`config.mk`:
```
export PLATFORM = sky130hd
export DESIGN_NAME = tpit_div
export DESIGN_NICKNAME = d
export VERILOG_FILES = /design/src/rtl/tpit_pkg.sv /design/src/rtl/tpit_div.sv
export SDC_FILE = /design/constraint.sdc
export NUM_CORES = 1
export LEC_CHECK = 0
export BUFFER_PORTS_ARGS = -buffer_cell sky130_fd_sc_hd__buf_2
export CAP_MARGIN = 5
export CORE_ASPECT_RATIO = 1.4
export CORE_MARGIN = 2
export CORE_UTILIZATION = 55
export CTS_BUF_LIST = sky130_fd_sc_hd__clkbuf_4
export CTS_CLUSTER_DIAMETER = 120
export DETAILED_ROUTE_END_ITERATION = 7
export MAX_ROUTING_LAYER = met4
export PLACE_DENSITY = 0.8
export SLEW_MARGIN = 20
export SYNTH_ARGS = -nofsm -noshare
export SYNTH_HDL_FRONTEND = slang
export SYNTH_SLANG_ARGS = --single-unit
```
`constraint.sdc`:
```
create_clock -name clk -period 5.2 [get_ports clk]
set_clock_uncertainty 0.1 [all_clocks]
set_input_delay 0.52 -clock clk [delete_from_list [all_inputs] [get_ports clk]]
set_output_delay 0.52 -clock clk [all_outputs]
set_load 0.05 [all_outputs]
```
`src/rtl/tpit_pkg.sv`:
```
`timescale 1ns / 1ps
// Package for the time-partition interval table unit.
// Holds the request and status codes, the sequencer states and the slot entry type.
// Used by tpit_div and time_partition_interval_table_unit.
package tpit_pkg;

	localparam int unsigned NUM_MODES_DEF      = 4;
	localparam int unsigned SLOTS_PER_MODE_DEF = 16;
	localparam int unsigned TW                 = 64;
	localparam int unsigned CPU_W              = 8;

	localparam logic [TW-1:0] MAJOR_RESET  = 64'd1000000;
	localparam logic [TW-1:0] PERIOD_RESET = 64'd0;
	localparam logic [TW-1:0] ALL_ONES     = ~64'd0;

	localparam logic [1:0] REQ_ADD   = 2'd0;
	localparam logic [1:0] REQ_FIND  = 2'd1;
	localparam logic [1:0] REQ_CLEAR = 2'd2;

	localparam logic [2:0] ST_OK      = 3'd0;
	localparam logic [2:0] ST_ORDER   = 3'd1;
	localparam logic [2:0] ST_MAJOR   = 3'd2;
	localparam logic [2:0] ST_PERIOD  = 3'd3;
	localparam logic [2:0] ST_OVERLAP = 3'd4;
	localparam logic [2:0] ST_FULL    = 3'd5;

	typedef struct packed {
		logic [TW-1:0]    start;
		logic [TW-1:0]    stop;
		logic [CPU_W-1:0] cpu;
	} slot_entry_t;

	typedef enum logic [4:0] {
		S_IDLE,
		S_ADIV,
		S_AMAJ,
		S_APDIV,
		S_APCMP,
		S_AMODE,
		S_WRD,
		S_WEV,
		S_ADEC,
		S_SHRD,
		S_SHWR,
		S_INS,
		S_FDIV,
		S_FBASE,
		S_FBASE2,
		S_FRD,
		S_FE1,
		S_FE2,
		S_FE3,
		S_DONE
	} seq_state_t;

endpackage

```
`src/rtl/tpit_div.sv`:
```
`timescale 1ns / 1ps
// Restoring 64-bit unsigned divider, one quotient bit per cycle.
// Depends on tpit_pkg for the operand width.
module tpit_div (
	input  logic                  clk,
	input  logic                  arst_n,
	input  logic                  start,
	input  logic [tpit_pkg::TW-1:0] dividend,
	input  logic [tpit_pkg::TW-1:0] divisor,
	output logic                  done,
	output logic [tpit_pkg::TW-1:0] quo,
	output logic [tpit_pkg::TW-1:0] rem
);

	localparam int unsigned W  = tpit_pkg::TW;
	localparam int unsigned CW = $clog2(W);

	logic          run_q;
	logic          done_q;
	logic [CW-1:0] cnt_q;
	logic [W-1:0]  rem_q;
	logic [W-1:0]  quo_q;
	logic [W-1:0]  dvs_q;
	logic [W:0]    trial;
	logic [W:0]    diff;
	logic          take;

	assign trial = {rem_q, quo_q[W-1]};
	assign diff  = trial - {1'b0, dvs_q};
	assign take  = trial >= {1'b0, dvs_q};

	always_ff @(posedge clk or negedge arst_n) begin
		if (!arst_n) begin
			run_q  <= 1'b0;
			done_q <= 1'b0;
			cnt_q  <= '0;
		end else begin
			done_q <= 1'b0;
			if (start) begin
				run_q <= 1'b1;
				cnt_q <= '0;
			end else if (run_q) begin
				cnt_q <= cnt_q + 1'b1;
				if (cnt_q == CW'(W - 1)) begin
					run_q  <= 1'b0;
					done_q <= 1'b1;
				end
			end
		end
	end

	always_ff @(posedge clk) begin
		if (start) begin
			rem_q <= '0;
			quo_q <= dividend;
			dvs_q <= divisor;
		end else if (run_q) begin
			rem_q <= take ? diff[W-1:0] : trial[W-1:0];
			quo_q <= {quo_q[W-2:0], take};
		end
	end

	assign done = done_q;
	assign quo  = quo_q;
	assign rem  = rem_q;

endmodule

```
# Word-level counts from Yosys, hierarchy flattened
# Index checks and enable logic that the tools add are counted.
# word_totals
memories	0
romBits	0
ram_bits	0
reg_bits	200
latchBits	0
elab_cells	22
output_inout_bits	129
# op_classes
div_mod_pow	0
add_sub_neg	2
n_eq_ne	1
n_reduce_logical	1
multipliers	0
n_lt_le_gt_ge	1
n_mux	11
n_shift	0
n_bitwise	0
# ops
cell	n
$mux 64	3
$ge 65x64->1	1
$sub 64x64->64	1
$mux 6	2
$add 6x1->6 const B	1
$eq 6x6->1 const B	1
$mux 1	6
$reduce_bool 2->1	1

# Depth between registers and ports, before layout
# logic_depth
depth_word	4
ltp_mapped	14

# Worst setup path after synthesis
# Ideal clock, no wire load.
# synth_timing
path_type	register to register
from	register quo_q[63] (netlist: quo[63])
to	register rem_q[56] (netlist: rem[56])
setup_time_ns	0.059
required_time_ns	5.041
stages_incl_launch_ff	14
slack_ns	1.796
path_buffers	1
arrival_ns	3.245
synth_period_minus_slack_ns	3.404
cell_sequence	edfxtp_1 inv_1 ha_1 fa_1 nor2b_1 o2111ai_1 a21oi_1 o21bai_1 a211oi_1 a21o_1 buf_2 nor4_1 or4_1 nand2_1
# synth_between
elab_chain_len	2
word_cells_on_any_way	3
classes_between	add/sub: 1; order compare: 1; mux: 1
# synth_rtl
item	line	text
start: declaration	tpit_div.sv:22	logic [W-1:0] quo_q;
start signal: assignment	tpit_div.sv:55	quo_q <= dividend;
start signal: assignment	tpit_div.sv:59	quo_q <= {quo_q[W-2:0], take};
$sub 64x64->64 or $ge 65x64->1 (tied branches)	tpit_div.sv:29, tpit_div.sv:30	
$mux 64 (*)	tpit_div.sv:58	rem_q <= take ? diff[W-1:0] : trial[W-1:0];
end signal: assignment	tpit_div.sv:58	
end: declaration	tpit_div.sv:21	logic [W-1:0] rem_q;
# Mark *: on every way between the ends. The rest lies on a longest branch, timed or not.
# A chain may end at the register's enable or synchronous reset.

# Worst setup path in the final report
# layout_timing
from	register rem_q[14] (netlist: rem[14])
to	register rem_q[4] (netlist: rem[4])
# layout_between
elab_chain_len	2
# layout_rtl
item	line	text
$ge 65x64->1	tpit_div.sv:30	assign take = trial >= {1'b0, dvs_q};
$mux 64	tpit_div.sv:58	
# No other way between the ends.

==> flow_summary_export.csv <==
group,metric,value,unit
layout,final_common_cell,"buf_2",
synthesis,netlist_instances,1242,
layout,nNetsFinal,1725,
setup_path,critical_path.cell_chain,"ha_1, nand2_1, o21ai_2, a31oi_1, o31ai_4, o2111ai_4, a211oi_4, or2_2, buf_4, mux2i_1, a211oi_1",
synthesis,synth_cell_types,77,
pwr,internal_power,3.43,mW
synthesis,ys_dominant_reg_cell,"edfxtp_1",
sta,relSlewSlack,0.321,
global_route,grt_use_total,0.288,
clock_network,post_cts_buffers,0,
synthesis,synth_fp_nets,1439,
detailed_routing,wirelength,33.2,mm
sta,max_freq,247,MHz
global_route,grt.overflow.total,0,
sta,period_minus_slack,4.05,ns
synthesis,synth_edf_count,128,
placement,hpwl,24.1,mm
floorplanning,num_rows,64,
synthesis,async_flop_share,0.0400,
detailed_routing,ant_nets,0,
detailed_routing,drtIter0Drc,787,
setup_path,crit_arrival,4.50,ns
sta,hold-worst-slack,0.0642,ns
layout,drive_above_1_share,0.250,
synthesis,synth_area,12200,sq um
pwr,p_sw,3.35,mW
clock_network,cts-htree-levels,4,
pwr,seqPwrFrac,0.327,
setup_path,path_buf_inv,1,
clock_network,cts_buffers,17,
pwr,ir_drop,0.242,mV
outcome,status,"finished clean",
setup_path,r2r_start,"rem[14]",
pwr,clock_power_share,0.112,
floorplanning,coreArea,21800,sq um
placement,numPortBuffers,259,
setup_path,reg2reg_slack,1.15,ns
layout,syn_to_final_growth,18.8,%
setup_path,rr_worst_depth,11,
placement,gp_congestion,0.980,
setup_path,reg2reg_to,"rem[4]",
global_route,grt_pass1_wl,52.2,mm
min_path,min-delay-start,"dividend[33]",
floorplanning,die_y,180,microns
setup_path,cp_num_cells,11,
sta,finalSetupTns,0,ns
floorplanning,dieWidth,130,microns
setup_path,endpoint_kind,"flip-flop",
global_route,use_met3,0.0502,
clock_network,cts_sinks,200,
synthesis,ys_warn_count,0,
setup_path,critPathKind,"flip-flop to flip-flop",
detailed_routing,routed_via_density,5.81,
global_route,grt_max_degree,76,
floorplanning,io-pin-count,260,
global_route,grtUsageMet2,0.500,
setup_path,slowest_delay,0.87,ns
setup_path,startpoint_type,"flip-flop",
sta,rsz0062_at_grt,"false",
global_route,antenna_found_initial,1,
setup_path,crit_fanout,32,
pwr,p_comb_frac,0.561,
synthesis,ys_ff_latch,200,
clock_network,cts_root_buf,"clkbuf_4",
synthesis,seq_area_frac_synth,0.436,
detailed_routing,wl_per_cell,18.0,microns
setup_path,crit_slowest_cell,"or2_2",
clock_network,clock_latency,0.64,ns
setup_path,worstPathRequired,5.65,ns
global_route,first_global_vias,10561,
detailed_routing,drc,0,
layout,final_core_util,0.665,
sta,fin_crit_sh,0.779,
sta,setup_viol,0,
sta,worst_pin_slew,1.02,ns
sta,hold_violations,0,
synthesis,syn_avg_cell_area,9.82,sq um
pwr,leakagePower,6.28,nW
floorplanning,initial_core_util,0.560,
floorplanning,dieArea,23400,sq um
global_route,grt_use_met1,0.322,
detailed_routing,via_count,10684,
setup_path,cp-startpoint,"rem[14]",
setup_path,cp_top_family,"compound AO/OA/AOI/OAI gates",
clock_network,cts_tree,"done",
clock_network,clk_pin_slew,0.17,ns
pwr,p_per_area,468,nW/um^2
flow_run,drv_cap,0,
layout,filler_cell_count,1812,
clock_network,cts_buffer_depth,2,
sta,maxSlewViolCount,0,
setup_path,setup.worst_path.end,"rem[4]",
layout,final_cell_mix,"buf_2, edfxtp_1, nand2_1",
pwr,swShare,0.494,
global_route,top_usage_layer,"met2",
detailed_routing,dr.pass1.iters,7,
min_path,hold_class,"input pin to flip-flop",
==> power groups by stage <==
| stage | clock (mW) | combinational, mW | sequential (mW) |
|---|---|---|---|
| 3_5_place_dp | 0 | 3.71 | 2.25 |
| 6_report | 0.760 | 3.80 | 2.22 |
| 5_1_grt | 0.825 | 4.08 | 2.25 |
| 4_1_cts | 0.777 | 3.76 | 2.21 |
| 3_3_place_gp | 0 | 3.67 | 2.24 |
| 2_1_floorplan | 0 | 2.14 | 3.00 |
==> cell usage after synthesis, drive strengths merged (16+ instances only) <==
master / count / area, sq um
nor2: 100 / 378
a21oi: 95 / 487
nor3: 16 / 80.1
a21o: 21 / 158
o21ai: 74 / 374
edfxtp: 128 / 3840
xnor2: 26 / 228
nand4: 23 / 144
mux2i: 39 / 390
xor2: 28 / 245
a211oi: 41 / 330
clkbuf: 44 / 165
mux2: 65 / 732
nand3: 19 / 95.1
nand2: 107 / 402
ha: 65 / 813
buf: 23 / 175
inv: 83 / 312
dfxtp: 64 / 1280
==> metal layers <==
layer	routed length, microns	up-vias
met3	1870	99
met1	13100	5038
met2	17000	418
li1	-	5129
met4	1250	0
met5	0	-
==> state kept, by name, summed over array words and instances, names as in the netlist <==
register  count
rem          64
dvs_q        64
done          1
cnt_q         6
quo          64
run_q         1
==> worst min path at each step <==
stage / to / slack (ns) / cells after the start
final: quo[33] / 0.06 / 2
after global routing: quo[7] / 0.03 / 2
after CTS: quo[34] / 0.02 / 2
after detailed placement: done / 0.27 / 1
after global placement: cnt_q[1] / 0.27 / 1
after floorplan: cnt_q[0] / 0.12 / 0
==> per-stage QoR <==
stage               instances  cell area (sq um)  power [mW]  setup WS, ns
global placement         1741              13600        5.91          1.33
detailed placement       1741              13600        5.95          1.23
finish                   1839              14500        6.78          1.15
CTS                      1838              14500        6.75          1.21
global route             1839              14500        7.16         0.862
floorplan                1242              12200        5.14          1.80
==> what timing repair did <==
item	in CTS	in global routing
hold buffers	65	0
gates resized for setup	0	0
endpoints found under the hold margin	72	0
==> worst register-to-register path, stage by stage (launching register included) <==
cell and delay (ns):
dfxtp_1 0.38, ha_1 0.48, nand2_1 0.11, o21ai_2 0.19, a31oi_1 0.10, o31ai_4 0.30
o2111ai_4 0.21, a211oi_4 0.43, or2_2 0.87, buf_4 0.39, mux2i_1 0.12, a211oi_1 0.29
==> kinds of logic after synthesis <==
family | after synthesis | synth area share
AO/OA/AOI/OAI | 328 | 0.178
XOR/XNOR | 54 | 0.0388
adder cells (fa/ha/maj) | 66 | 0.0683
buffers and inverters | 150 | 0.0534
flip-flops | 200 | 0.436
multiplexers | 104 | 0.0920
AND/OR/NAND/NOR | 340 | 0.133
==> area by class of cell <==
class	count	area, sq um	area share
Clock buffer	17	128	0.00881
Sequential cell	200	5330	0.367
Antenna cell	1	2.50	0.000173
Timing Repair Buffer	334	2030	0.140
Inverter	83	312	0.0215
Tap cell	297	372	0.0256
Clock inverter	15	103	0.00708
Multi-Input combinational cell	892	6220	0.429
Power figures use the tool's default switching activity.
